$ cat config.mk
export PLATFORM = sky130hd
export DESIGN_NAME = soft_power_button_controller_core
export DESIGN_NICKNAME = d
export VERILOG_FILES = /design/src/design/spbc_pkg.sv /design/src/design/spbc_step.sv /design/src/design/soft_power_button_controller_core.sv
export SDC_FILE = /design/constraint.sdc
export NUM_CORES = 1
export LEC_CHECK = 0
export ABC_AREA = 0
export BUFFER_PORTS_ARGS = -buffer_cell sky130_fd_sc_hd__buf_2
export CORE_MARGIN = 2
export CORE_UTILIZATION = 60
export DETAILED_ROUTE_END_ITERATION = 12
export GPL_ROUTABILITY_DRIVEN = 1
export GPL_TIMING_DRIVEN = 0
export PLACE_DENSITY = 0.89
export RECOVER_POWER = 50
export SETUP_SLACK_MARGIN = 0.02
export SYNTH_ARGS = -nofsm -noshare
export SYNTH_HDL_FRONTEND = slang
export SYNTH_SLANG_ARGS = --single-unit
$ cat constraint.sdc
create_clock -name clk -period 10.1 [get_ports clk]
set_input_delay 2.02 -clock clk [delete_from_list [all_inputs] [get_ports clk]]
set_output_delay 2.02 -clock clk [all_outputs]
set_load 0.01 [all_outputs]
$ cat src/design/spbc_pkg.sv
// ----------------------------------------------------------------------------
// spbc_pkg
// Shared types and constants for the soft power button controller.
// ----------------------------------------------------------------------------
package spbc_pkg;

  // counter and configuration widths
  localparam int COUNT_WIDTH = 16;
  localparam int REG_WIDTH   = 16;
  localparam int CMP_WIDTH   = (COUNT_WIDTH > REG_WIDTH) ? COUNT_WIDTH : REG_WIDTH;
  localparam int CFG_INDEX_WIDTH = 2;

  // stream payload widths
  localparam int IN_DATA_WIDTH  = 8;
  localparam int OUT_DATA_WIDTH = 8;

  localparam logic [COUNT_WIDTH-1:0] COUNT_MAX = {COUNT_WIDTH{1'b1}};

  // configuration register indexes
  localparam logic [CFG_INDEX_WIDTH-1:0] CFG_OFF_TIMEOUT = 2'd0;
  localparam logic [CFG_INDEX_WIDTH-1:0] CFG_PRESS_ON    = 2'd1;
  localparam logic [CFG_INDEX_WIDTH-1:0] CFG_PRESS_OFF   = 2'd2;
  localparam logic [CFG_INDEX_WIDTH-1:0] CFG_SETTLE      = 2'd3;

  // configuration reset values
  localparam logic [REG_WIDTH-1:0] OFF_TIMEOUT_RESET = 16'd850;
  localparam logic [REG_WIDTH-1:0] PRESS_ON_RESET    = 16'd85;
  localparam logic [REG_WIDTH-1:0] PRESS_OFF_RESET   = 16'd340;
  localparam logic [REG_WIDTH-1:0] SETTLE_RESET      = 16'd255;

  typedef enum logic [1:0] {
    MODE_OFF   = 2'd0,
    MODE_ON    = 2'd1,
    MODE_WAIT  = 2'd2,
    MODE_SLEEP = 2'd3
  } mode_t;

  typedef struct packed {
    logic [REG_WIDTH-1:0] off_timeout_ticks;
    logic [REG_WIDTH-1:0] press_on_ticks;
    logic [REG_WIDTH-1:0] press_off_ticks;
    logic [REG_WIDTH-1:0] settle_ticks;
  } cfg_t;

  typedef struct packed {
    mode_t                  mode;
    logic [COUNT_WIDTH-1:0] press_count;
    logic [COUNT_WIDTH-1:0] wait_count;
    logic                   power;
    logic                   button_drive;
    logic                   last_button;
    logic                   last_request;
  } ctl_state_t;

  localparam ctl_state_t STATE_RESET = '{
    mode:         MODE_OFF,
    press_count:  '0,
    wait_count:   '0,
    power:        1'b0,
    button_drive: 1'b0,
    last_button:  1'b0,
    last_request: 1'b0
  };

  // saturating increment
  function automatic logic [COUNT_WIDTH-1:0] sat_inc(input logic [COUNT_WIDTH-1:0] v);
    sat_inc = (v == COUNT_MAX) ? COUNT_MAX : v + 1'b1;
  endfunction

  // counter strictly above a limit
  function automatic logic above(input logic [COUNT_WIDTH-1:0] cnt,
                                 input logic [REG_WIDTH-1:0] lim);
    above = CMP_WIDTH'(cnt) > CMP_WIDTH'(lim);
  endfunction

endpackage

$ cat src/design/spbc_step.sv
// ----------------------------------------------------------------------------
// spbc_step
// Next-state logic for one poll tick: counters, mode decisions and outputs.
// ----------------------------------------------------------------------------
module spbc_step (
  input  spbc_pkg::ctl_state_t cur,
  input  spbc_pkg::cfg_t       cfg,
  input  logic                 button_pressed,
  input  logic                 cpu_request,
  output spbc_pkg::ctl_state_t nxt
);
  import spbc_pkg::*;

  logic [COUNT_WIDTH-1:0] press_inc;
  logic [COUNT_WIDTH-1:0] wait_inc;
  logic                   woken;

  assign press_inc = button_pressed ? sat_inc(cur.press_count) : '0;
  assign wait_inc  = sat_inc(cur.wait_count);
  assign woken     = (button_pressed != cur.last_button) ||
                     (cpu_request != cur.last_request);

  // tick update, off-mode checks applied in priority order
  always_comb begin
    nxt = cur;
    if (cur.mode == MODE_SLEEP) begin
      if (woken) begin
        nxt = STATE_RESET;
      end
    end else begin
      nxt.press_count  = press_inc;
      nxt.wait_count   = wait_inc;
      nxt.last_button  = button_pressed;
      nxt.last_request = cpu_request;
      case (cur.mode)
        MODE_OFF: begin
          if (above(wait_inc, cfg.off_timeout_ticks)) begin
            nxt.power = 1'b0;
            nxt.mode  = MODE_WAIT;
          end
          if (above(press_inc, cfg.press_on_ticks)) begin
            nxt.power      = 1'b1;
            nxt.wait_count = '0;
          end
          if (cpu_request) begin
            nxt.power = 1'b1;
            nxt.mode  = MODE_ON;
          end
        end
        MODE_ON: begin
          if (!cpu_request || above(press_inc, cfg.press_off_ticks)) begin
            nxt.power        = 1'b0;
            nxt.button_drive = 1'b0;
            nxt.wait_count   = '0;
            nxt.mode         = MODE_WAIT;
          end else begin
            nxt.button_drive = (press_inc != '0);
          end
        end
        MODE_WAIT: begin
          if (above(wait_inc, cfg.settle_ticks)) begin
            nxt.mode = MODE_SLEEP;
          end
        end
        default: begin
          nxt = cur;
        end
      endcase
    end
  end

endmodule

$ cat src/design/soft_power_button_controller_core.sv
// ----------------------------------------------------------------------------
// soft_power_button_controller_core
// Poll-tick power button controller with stream input and result channels.
// ----------------------------------------------------------------------------
// result: the outputs of a tick are loaded into the output register when the tick is taken
// throughput: one tick per cycle while m_tready takes results; the output register refills as it drains
// reset: synchronous, clears mode, counters, controller outputs and result valid,
//   and loads the default tick limits into the configuration registers
module soft_power_button_controller_core (
  input  logic                                  clk,
  input  logic                                  rst,
  // s_tdata: [0] button_pressed, [1] cpu_request, rest zero
  input  logic                                  s_tvalid,
  output logic                                  s_tready,
  input  logic [spbc_pkg::IN_DATA_WIDTH-1:0]    s_tdata,
  // m_tdata: [0] power_enable, [1] cpu_button_low, [3:2] mode, rest zero
  output logic                                  m_tvalid,
  input  logic                                  m_tready,
  output logic [spbc_pkg::OUT_DATA_WIDTH-1:0]   m_tdata,
  input  logic                                  cfg_we,
  input  logic [spbc_pkg::CFG_INDEX_WIDTH-1:0]  cfg_index,
  input  logic [spbc_pkg::REG_WIDTH-1:0]        cfg_data
);
  import spbc_pkg::*;

  cfg_t       cfg;
  ctl_state_t state;
  ctl_state_t state_next;
  logic       accept;
  logic       power_out;
  logic       drive_out;
  mode_t      mode_out;

  assign s_tready = !m_tvalid || m_tready;
  assign accept   = s_tvalid && s_tready;

  // configuration registers
  always_ff @(posedge clk) begin
    if (rst) begin
      cfg.off_timeout_ticks <= OFF_TIMEOUT_RESET;
      cfg.press_on_ticks    <= PRESS_ON_RESET;
      cfg.press_off_ticks   <= PRESS_OFF_RESET;
      cfg.settle_ticks      <= SETTLE_RESET;
    end else if (cfg_we) begin
      case (cfg_index)
        CFG_OFF_TIMEOUT: cfg.off_timeout_ticks <= cfg_data;
        CFG_PRESS_ON:    cfg.press_on_ticks    <= cfg_data;
        CFG_PRESS_OFF:   cfg.press_off_ticks   <= cfg_data;
        CFG_SETTLE:      cfg.settle_ticks      <= cfg_data;
        default: begin
        end
      endcase
    end
  end

  spbc_step u_step (
    .cur            (state),
    .cfg            (cfg),
    .button_pressed (s_tdata[0]),
    .cpu_request    (s_tdata[1]),
    .nxt            (state_next)
  );

  // controller state advances on each accepted tick
  always_ff @(posedge clk) begin
    if (rst) begin
      state <= STATE_RESET;
    end else if (accept) begin
      state <= state_next;
    end
  end

  // result register
  always_ff @(posedge clk) begin
    if (rst) begin
      m_tvalid <= 1'b0;
    end else if (accept) begin
      m_tvalid <= 1'b1;
    end else if (m_tready) begin
      m_tvalid <= 1'b0;
    end
  end

  always_ff @(posedge clk) begin
    if (accept) begin
      power_out <= state_next.power;
      drive_out <= state_next.button_drive;
      mode_out  <= state_next.mode;
    end
  end

  assign m_tdata = {{(OUT_DATA_WIDTH-4){1'b0}}, mode_out, drive_out, power_out};

endmodule

# Word-level counts from Yosys, hierarchy flattened
# Cells that the tools add are included.
# Widths: inputs -> output; s select.
[word_totals]
regBits = 107
input_bits = 31
[op_classes]
add_sub_neg = 2
n_eq_ne = 11
n_mux = 21
order_cmp = 4
n_reduce_logical = 19
[op_table]
columns = ["operator", "n"]
rows = [
  ["$mux 38", 2],
  ["$gt 16x16->1", 4],
  ["$mux 16", 4],
  ["$pmux 17 s3", 1],
  ["$mux 17", 2],
  ["$add 16x1->16 const B", 2],
  ["$eq 16x16->1 const B", 2],
  ["$reduce_bool 16->1", 1],
  ["$mux 2", 5],
  ["$eq 2x2->1 const B", 4],
  ["$reduce_and 2->1", 4],
  ["$mux 1", 6],
  ["$pmux 2 s3", 1],
  ["$reduce_and 3->1", 2],
  ["$eq 2x1->1 const B", 2],
  ["$logic_not 2->1", 2],
  ["$reduce_bool 2->1", 2],
  ["$reduce_bool 4->1", 1],
  ["$logic_or 1x1->1", 3],
  ["$reduce_or 3->1", 1],
  ["$logic_not 1->1", 2],
  ["$ne 1x1->1", 2],
  ["$ne 2x1->1 const B", 1],
  ["$logic_and 1x1->1", 1],
]

# Longest topological paths before layout
# Gate-level depths: netlist (run 1).
[logic_depth]
ltp_word = 8
mapped_depth = 17
mapped_depth_nobuf = 16

# By module
# A second synthesis (run 1) with hierarchy kept.
[hier_totals]
hier_cells = 956
hier_area_um2 = 7303.3
[modules_own_cells]
columns = ["module", "cells_each", "seq_area_each_um2", "n_inst", "area_per_inst_um2"]
rows = [
  ["soft_power_button_controller_core", 464, 2182.1, 1, 4107.7],
  ["spbc_step", 492, 0.0, 1, 3195.6],
]

# Least setup slack after synthesis (run 1)
# No wires, ideal clock.
[synth_timing]
kind = "input-to-reg"
start = "in s_tdata[0] in the netlist's numbering"
end = "reg state[5] in the netlist's numbering"
setup_slack_ns = 5.402
setup_ns = 0.101
n_path_buf = 1
t_arrival_ns = 4.597
t_required_ns = 9.999
stages = 11
cell_sequence = "inv_1 clkbuf_1 a21oi_1 ha_1 nor2b_1 o31a_1 a31oi_1 o221ai_1 a2111oi_4 nor2_4 o41ai_1"
[synth_via]
elab_chain_len = 6
[synth_rtl]
columns = ["element", "line", "source"]
rows = [
  ["start: declaration", "soft_power_button_controller_core.sv:15", "input logic [spbc_pkg::IN_DATA_WIDTH-1:0] s_tdata,"],
  ["$mux 16", "spbc_step.sv:18", "assign press_inc = button_pressed ? sat_inc(cur.press_count) : '0;"],
  ["$gt 16x16->1", "spbc_pkg.sv:73", "above = CMP_WIDTH'(cnt) > CMP_WIDTH'(lim);"],
  ["$logic_or 1x1->1", "spbc_step.sv:51", "if (!cpu_request || above(press_inc, cfg.press_off_ticks)) begin"],
  ["$mux 17", "spbc_step.sv:51", ""],
  ["$pmux 17 s3", "spbc_step.sv:35", "case (cur.mode)"],
  ["$mux 38", "spbc_step.sv:26", "if (cur.mode == MODE_SLEEP) begin"],
  ["end signal: assignment", "soft_power_button_controller_core.sv:69", "state <= state_next;"],
  ["end: declaration", "soft_power_button_controller_core.sv:27", "ctl_state_t state;"],
]
# Parallel ways exist; a longest one is shown, timed or not.
# A chain may end at the register's enable or synchronous reset.

# Final worst setup path (run 1)
# Ends and elaborated chain as after synthesis.

==> results.toml, run 1 <==
[status]
status = "finished, final reports clean"

[floorplan]
dieArea_um2 = 12710
rows = 39
die_x_um = 112.7
start_util = 0.6188
io_pins = 41
core_um2 = 11470
die_y_um = 112.7

[grt]
track_usage = 0.3057
antenna_found_initial = 0
use_met2 = 0.4850
top_usage_layer = "met2"
met3_usage = 0.03535
grt_pass1_vias = 6311
grt_pass1_wl_mm = 31.04
grt.met1_usage = 0.4233
gr-total-overflow = 0
grt_max_degree = 19

[finish]
fin_nets = 1061
fillCellCount = 956
post-route-util = 0.6744
layout-drive-gt1-share = 0.08633
syn_to_final_growth_pct = 8.993
final_area_um2 = 7734
num_antenna_cells = 0

[cts]
cts_buffers = 9
cts_resized = 0
cts_tree = "built"
insertion_delay_ns = 0.36
cts_buffer_depth = 2
clkTransAtPathRegs_ns = 0.08
ctsHoldBuffers = 0
cts-root-buf = "clkbuf_16"
clock-sinks = 107
htree_levels = 3
postCtsSetupBuffers = 0

[worst_setup_path]
setup.worst_path.class = "in -> reg"
cp.required_ns = 10.36
arrival_ns = 5.61
start_kind = "input port"
end_kind = "register"
r2r-start = "state[21]"
regToRegSetupSlack_ns = 5.20
critPathMaxFanout = 10
reg2reg_depth = 16
endpoint = "state[5]"
crit_start = "s_tdata[0]"
r2r-end = "state[5]"

[synthesis]
synth_edf_count = 4
synthCells = 925
syn_area_per_cell_um2 = 7.671
async_flop_share = 0
synth_area_um2 = 7096
yosysWarnings = 0
yosysSeqAreaShare = 0.3075
synth_seq_cells = 107
synth-main-ff-cell = "dfxtp_1"
ys_types = 77

[power]
power.switching_uw = 258.1
comb_power_share = 0.122
peakVddDrop_mv = 0.09693
p_seq_frac = 0.475
powerDensity_nw_per_um2 = 121.6
internal_power_uw = 682.2
power_frac_clock = 0.403
switching_share = 0.2745
power.static_leakage_uw = 0.003325

[flow_run]
max_cap_violations = 0

[drt]
routed_wl_mm = 19.11
first_iter_violations = 744
routedWlPerCell_um = 17.12
ant_nets = 0
num_vias = 6901
drc = 0
drtPass1Iterations = 5
via_per_inst = 6.184

[timing]
tightest_slew_ns = 1.024
fin_crit_sh = 0.5295
max_freq_mhz = 187.0
drv_slew = 0
finClkSkew_ns = 0.008074
relSlewSlack = 0.3119
fin_setup_tns_ns = 0
rsz0062_at_grt = "false"
finalHoldViolations = 0
setup_violations = 0
period_needed_ns = 5.348

[placed_design]
gp_congestion = 0.9473
port_buffers = 29
place_hpwl_mm = 14.55
placed_area_um2 = 7431

[worst_hold_path]
hold_path_class = "reg -> reg"
==> flip-flops by register name, indices dropped and copies added (netlist names) <==
register,cells
cfg,64
state,38
power_out,1
mode_out,2
m_tvalid,1
drive_out,1
==> through the flow <==
| step | cells | power [uW] | setup slack (ns) | hold WS, ns |
|---|---|---|---|---|
| after floorplan | 928 | 530.6 | 5.402 | 0.4363 |
| after global placement | 1100 | 563.7 | 4.562 | 0.4417 |
| after detailed placement | 1100 | 568.2 | 4.466 | 0.4475 |
| after CTS | 1116 | 937.6 | 4.827 | 0.4578 |
| after global routing | 1116 | 972.9 | 4.636 | 0.4716 |
| final | 1116 | 940.2 | 4.752 | 0.4562 |
==> critical path, cell delays in order <==
cell and delay [ns]:
buf_2 0.13, inv_1 0.24, clkbuf_1 0.46, a21oi_1 0.16
ha_1 0.32, nor2b_1 0.15, o31a_1 0.24, a31oi_1 0.18
o221ai_1 0.22, a2111oi_4 0.89, nor2_4 0.18, o41ai_1 0.40
==> cell usage after synthesis (4+ instances only) <==
cell	number	share of area
buf_4	10	0.011
nor3_1	9	0.0063
a21o_1	16	0.017
nand4_1	18	0.016
o41ai_1	5	0.0062
and2_1	4	0.0035
o21a_1	4	0.0042
o211ai_1	9	0.0095
buf_2	9	0.0063
clkbuf_1	39	0.021
and4_1	6	0.0074
nor2b_1	8	0.0071
nor4_1	13	0.011
nand2_1	176	0.093
inv_1	76	0.040
a211o_1	14	0.017
xor2_1	6	0.0074
xnor2_1	12	0.015
edfxtp_1	4	0.017
o21ai_0	31	0.022
o21ai_1	8	0.0056
or3_1	6	0.0053
o22ai_1	4	0.0035
nand3_1	21	0.015
dfxtp_1	103	0.29
nand3b_1	10	0.011
a21oi_1	91	0.064
nand2b_1	4	0.0035
a31oi_1	8	0.0071
mux2i_1	5	0.0071
and3_1	10	0.0088
nor2_1	52	0.028
ha_1	62	0.11
==> how the worst min path moves through the flow <==
stage / startpoint / end / slack (ns) / depth (start not counted)
floorplan: cfg[10] / cfg[10] / 0.44 / 2
global placement: cfg[53] / cfg[53] / 0.44 / 2
detailed placement: cfg[53] / cfg[53] / 0.45 / 2
CTS: cfg[37] / cfg[37] / 0.46 / 2
global route: cfg[60] / cfg[60] / 0.47 / 2
finish: cfg[11] / cfg[11] / 0.46 / 2
==> final cells by class <==
| type | count | area [um^2] | area share |
|---|---|---|---|
| buffer | 62 | 296.5 | 0.03834 |
| clock buffer | 11 | 242.7 | 0.03139 |
| clock inverter | 5 | 67.56 | 0.008736 |
| inverter | 76 | 285.3 | 0.03689 |
| multi-input combinational | 683 | 4343 | 0.5616 |
| sequential | 107 | 2182 | 0.2822 |
| tap | 143 | 178.9 | 0.02314 |
| timing repair buffer | 29 | 137.6 | 0.01780 |
==> layout by cell type (no fill, tap or decap), drive strengths merged, types with 4 or more instances in the layout <==
cell,count
a2111oi,6
a211o,14
a21o,16
a21oi,91
a31oi,9
and2,4
and3,10
and4,8
buf,46
clkbuf,56
conb,4
dfxtp,103
edfxtp,4
ha,62
inv,79
mux2i,5
nand2,176
nand2b,4
nand3,22
nand3b,10
nand4,19
nor2,53
nor2b,8
nor3,10
nor4,13
o211ai,9
o21a,4
o21ai,39
o22ai,4
o31ai,4
o41ai,5
or2,5
or3,6
xnor2,13
xor2,6
==> logic make-up after synthesis <==
| kind of cell | count (synthesis) | share of synthesized area |
|---|---|---|
| simple gates | 354 | 0.2363 |
| buf+inv | 138 | 0.08199 |
| xor+xnor | 19 | 0.02451 |
| mux | 7 | 0.01076 |
| flops | 107 | 0.3075 |
| other cells | 1 | 0.0005285 |
| fa+ha+maj | 65 | 0.1136 |
| compound gates | 234 | 0.2248 |
==> layer usage <==
layer / part of all wire / vias to the layer above
li1: - / 3330
met5: 0 / -
met4: 0.029 / 0
met3: 0.088 / 47
met1: 0.43 / 3185
met2: 0.45 / 339
==> power by group through the flow <==
stage	Clock, uW	Sequential (uW)	Combinational, uW
floorplan	0	455	75.7
global placement	0	456	108
detailed placement	0	457	112
CTS	378	447	113
global route	397	449	127
finish	379	447	115
Power figures use the tool's default switching activity.
==> run 2: changes to the inputs <==
Settings changed: CORE_UTILIZATION 60 to 56, PLACE_DENSITY 0.89 to 0.87.
Clock period 10.1 ns to 4.9 ns, I/O delays scaled along.
==> run 2 against run 1 <==
Net effect: wire length down 1.3%; die area up 6.9%; clock power increased by 89%; sequential share of layout area is 0.064 points lower.
==> results.toml, run 2 (synthesized netlist as in run 1, its figures left out) <==
[status]
status = "finished, final reports clean"

[finish]
reg.largest.list = "cfg: 64 flops, state: 38 flops, mode_out: 2 flops"
layout_common_cells = "176 x nand2_1, 103 x dfxtp_1, 91 x a21oi_1"
post-route-util = 0.6193
fin_nets = 1061
regMostFlops = "cfg"
num_antenna_cells = 0
largest_register_ffs = 64
final_common_cell = "nand2_1"
syn_to_final_growth_pct = 9.240
layout-drive-gt1-share = 0.08736
final_area_um2 = 7751

[placed_design]
place_hpwl_mm = 14.13
gp_congestion = 0.9259
place_ws_ns = 0.2612
port_buffers = 29
placed_area_um2 = 7467

[drt]
routedWlPerCell_um = 16.48
first_iter_violations = 614
num_vias = 6811
via_per_inst = 5.948
drc = 0
routed_wl_mm = 18.87
ant_nets = 0
drtPass1Iterations = 5

[flow_run]
max_cap_violations = 0

[worst_setup_path]
regToRegSetupSlack_ns = 0.35
critPathMaxFanout = 10
endpoint = "state[5]"
reg2reg_depth = 14
cp.required_ns = 5.17
r2r-start = "state[20]"
end_kind = "register"
r2r-end = "state[5]"
crit_start = "state[20]"
arrival_ns = 4.82
start_kind = "register"
setup.worst_path.class = "reg -> reg"

[grt]
grt_pass1_wl_mm = 30.51
gr-total-overflow = 0
track_usage = 0.2881
grt_pass1_vias = 6285
grt_max_degree = 19
antenna_found_initial = 0

[cts]
clkTransAtPathRegs_ns = 0.08
cts_buffers = 9
clock-sinks = 107
ctsHoldBuffers = 0
cts_buffer_depth = 2
postCtsSetupBuffers = 0
htree_levels = 3
insertion_delay_ns = 0.37
cts-root-buf = "clkbuf_16"
cts_tree = "built"

[timing]
tightest_slew_ns = 0.8813
rsz0062_at_grt = "false"
fin_setup_tns_ns = 0
relSlewSlack = 0.4125
setup_violations = 0
period_needed_ns = 4.554
drv_slew = 0
max_freq_mhz = 219.6
finClkSkew_ns = 0.01307
worst_slack_ns = 0.3455
finalHoldViolations = 0
fin_crit_sh = 0.9295

[floorplan]
core_um2 = 12520
die_y_um = 116.6
start_util = 0.5669
io_pins = 41
die_x_um = 116.6
dieArea_um2 = 13590
rows = 41

[power]
power.static_leakage_uw = 0.003306
peakVddDrop_mv = 0.1782
powerDensity_nw_per_um2 = 241.4

[worst_hold_path]
hold_path_class = "reg -> reg"
-- run 2: worst min path at each step --
stage,end,from,depth (start not counted)
2_1_floorplan,cfg[10],cfg[10],2
3_3_place_gp,cfg[10],cfg[10],2
3_5_place_dp,cfg[39],cfg[39],2
4_1_cts,cfg[39],cfg[39],2
5_1_grt,cfg[10],cfg[10],2
6_report,cfg[39],cfg[39],2
-- run 2: area by class of cell --
class                      instances  area (um^2)
buffer                            62        296.5
clock buffer                      12        246.5
clock inverter                     4        33.78
fill                            1100         4766
inverter                          76        285.3
multi-input combinational        683         4354
sequential                       107         2182
tap                              172        215.2
timing repair buffer              29        137.6
-- run 2: through the flow --
| step | hold slack (ns) | cells | total power (uW) |
|---|---|---|---|
| floorplan | 0.4363 | 928 | 1094 |
| global placement | 0.4428 | 1129 | 1163 |
| detailed placement | 0.4481 | 1129 | 1170 |
| CTS | 0.4582 | 1145 | 1868 |
| global route | 0.4751 | 1145 | 1937 |
| finish | 0.4580 | 1145 | 1871 |
-- run 2: worst max-delay path, cell delays in order (launching register included) --
cell and delay (ns):
dfxtp_1 0.34, ha_1 0.16, buf_6 0.14, nand3_2 0.23, or4_1 0.57, clkbuf_1 0.20, a21oi_1 0.29, ha_1 0.29
nor2b_1 0.15, o31a_1 0.23, a31oi_1 0.18, o221ai_1 0.23, a2111oi_4 0.88, nor2_4 0.18, o41ai_1 0.38
-- run 2: repair_timing --
action | 4_1_cts | 5_1_grt
endpoints found under the setup margin | 0 | 7
resized for setup | 0 | 2
hold endpoints to repair | 0 | 0
-- run 2: report_power, final --
group	internal (uW)	leakage [uW]	switching, uW
combinational	82.1	0.00229	153
sequential	904	0.000877	16.9
clock	365	0.000134	351
-- run 2: routing by layer --
layer	wire length (um)	global-route usage	vias to the layer above
met2	8358	0.4605	272
met5	0	0	-
met4	635	0.1310	0
li1	-	-	3314
met1	8345	0.3856	3178
met3	1527	0.04411	47
==> run 3: changes to the inputs <==
Settings changed: CORE_ASPECT_RATIO from default to 1.75.
==> run 3 against run 2 <==
Net effect: clock power rose by 3.9%; combinational power rose by 3%; clock-buffer cell count fell by 2; global-route usage rose by 2.3 points; register-to-register slack got worse by 0.09 ns; setup slack got worse by 0.086 ns; sequential power barely moved; non-clock buffer count did not move; sequential cell count did not move.
==> results.toml, run 3 (synthesized netlist as in run 1, its figures left out) <==
[timing]
relSlewSlack = 0.4032
fin_crit_sh = 0.9470
tightest_slew_ns = 0.8952
fin_hold_ws_ns = 0.4616
period_needed_ns = 4.641
finalHoldViolations = 0
max_freq_mhz = 215.5
setup_violations = 0
drv_slew = 0
finClkSkew_ns = 0.009341
fin_setup_tns_ns = 0
rsz0062_at_grt = "false"

[placed_design]
place_hpwl_mm = 15.95
port_buffers = 29
gp_congestion = 1.046

[worst_setup_path]
cp.required_ns = 5.16
arrival_ns = 4.90
critPathMaxFanout = 10
end_kind = "register"
r2r-start = "state[20]"
r2r-end = "state[16]"
start_kind = "register"
regToRegSetupSlack_ns = 0.26
reg2reg_depth = 14
setup.worst_path.class = "reg -> reg"

[finish]
reg.largest.list = "cfg: 64 flops, state: 38 flops, mode_out: 2 flops"
final_common_cell = "nand2_1"
layout_common_cells = "176 x nand2_1, 103 x dfxtp_1, 91 x a21oi_1"
fin_nets = 1061
num_antenna_cells = 0
fillCellCount = 1131
layout-drive-gt1-share = 0.08839
largest_register_ffs = 64
regMostFlops = "cfg"
syn_to_final_growth_pct = 9.258
post-route-util = 0.6236

[drt]
first_iter_violations = 457
routedWlPerCell_um = 18.11
routed_wl_mm = 20.66
num_vias = 6923
ant_nets = 0
drtPass1Iterations = 8
drc = 0
via_per_inst = 6.067

[cts]
cts_buffer_depth = 2
cts-root-buf = "clkbuf_16"
clock-sinks = 107
insertion_delay_ns = 0.36
ctsHoldBuffers = 0
cts_buffers = 9
cts_resized = 0
clkTransAtPathRegs_ns = 0.08
htree_levels = 3
cts_tree = "built"
postCtsSetupBuffers = 0

[worst_hold_path]
hp-start = "cfg[27]"
whs_endpoint = "cfg[27]"
hold_path_class = "reg -> reg"
holdPathStages = 2

[grt]
antenna_found_initial = 0
grt_pass1_vias = 6997
gr-total-overflow = 0
track_usage = 0.3114
grt_pass1_wl_mm = 32.85
grt_max_degree = 20

[floorplan]
core_um2 = 12430
io_pins = 41
die_x_um = 89.09
rows = 54
start_util = 0.5708
die_y_um = 152.9
dieArea_um2 = 13620

[flow_run]
max_cap_violations = 0

[status]
status = "finished, final reports clean"

[power]
power.static_leakage_uw = 0.003319
powerDensity_nw_per_um2 = 246.1
peakVddDrop_mv = 0.1701
run 3: cell count changes in the layout (fill, tap and decap cells not counted), sizes merged:
| cell | delta |
|---|---|
| clkinv | +1 |
| clkbuf | -2 |
| inv | +2 |
| clkinvlp | -1 |
run 3: how the worst max path moves through the flow:
stage	slack, ns	cells past startpoint	endpoint	start
2_1_floorplan	1.14	14	state[5]	state[20]
3_3_place_gp	0.28	12	state[4]	s_tdata[0]
3_5_place_dp	0.24	16	state[16]	state[20]
4_1_cts	0.18	16	state[16]	state[20]
5_1_grt	0.09	13	state[16]	state[20]
6_report	0.26	14	state[16]	state[20]
run 3: final cells by class:
type / count / area, um^2 / share of cell area
Timing Repair Buffer: 29 / 137.6 / 0.01775
Clock buffer: 10 / 239.0 / 0.03083
Buffer: 62 / 296.5 / 0.03825
Inverter: 76 / 285.3 / 0.03680
Multi-Input combinational cell: 683 / 4348 / 0.5608
Clock inverter: 6 / 53.80 / 0.006940
Tap cell: 168 / 210.2 / 0.02711
Sequential cell: 107 / 2182 / 0.2815
run 3: metrics by stage:
step / cells / cell area [um^2] / power (uW) / setup slack [ns]
floorplan: 928 / 7107 / 1094 / 1.142
global placement: 1125 / 7462 / 1168 / 0.2849
detailed placement: 1125 / 7462 / 1176 / 0.2355
CTS: 1141 / 7755 / 1895 / 0.1836
global route: 1141 / 7752 / 1955 / 0.09370
finish: 1141 / 7752 / 1908 / 0.2595
run 3: layer usage:
metal  track usage  vias up  wire (um)
met5             0        -          0
met3       0.05454      122       1139
met1        0.2929     3184       6800
li1              -     3326          -
met4        0.2615        0       1917
met2        0.5510      291      10810
run 3: power by group:
group | switching (uW) | internal [uW]
Sequential | 18.1 | 904
Clock | 372 | 371
Combinational | 160 | 82.0
Total | 551 | 1360
run 3: critical path, stage by stage, from the launching register on:
cell and delay (ns):
dfxtp_1 0.34, ha_1 0.17, buf_6 0.14, nand3_2 0.23, or4_1 0.57, clkbuf_1 0.21
a21oi_1 0.27, ha_1 0.29, nor2b_1 0.15, o31a_1 0.23, a31oi_1 0.16, o221ai_1 0.26
a2111oi_4 0.91, nor2_4 0.19, o41ai_1 0.40
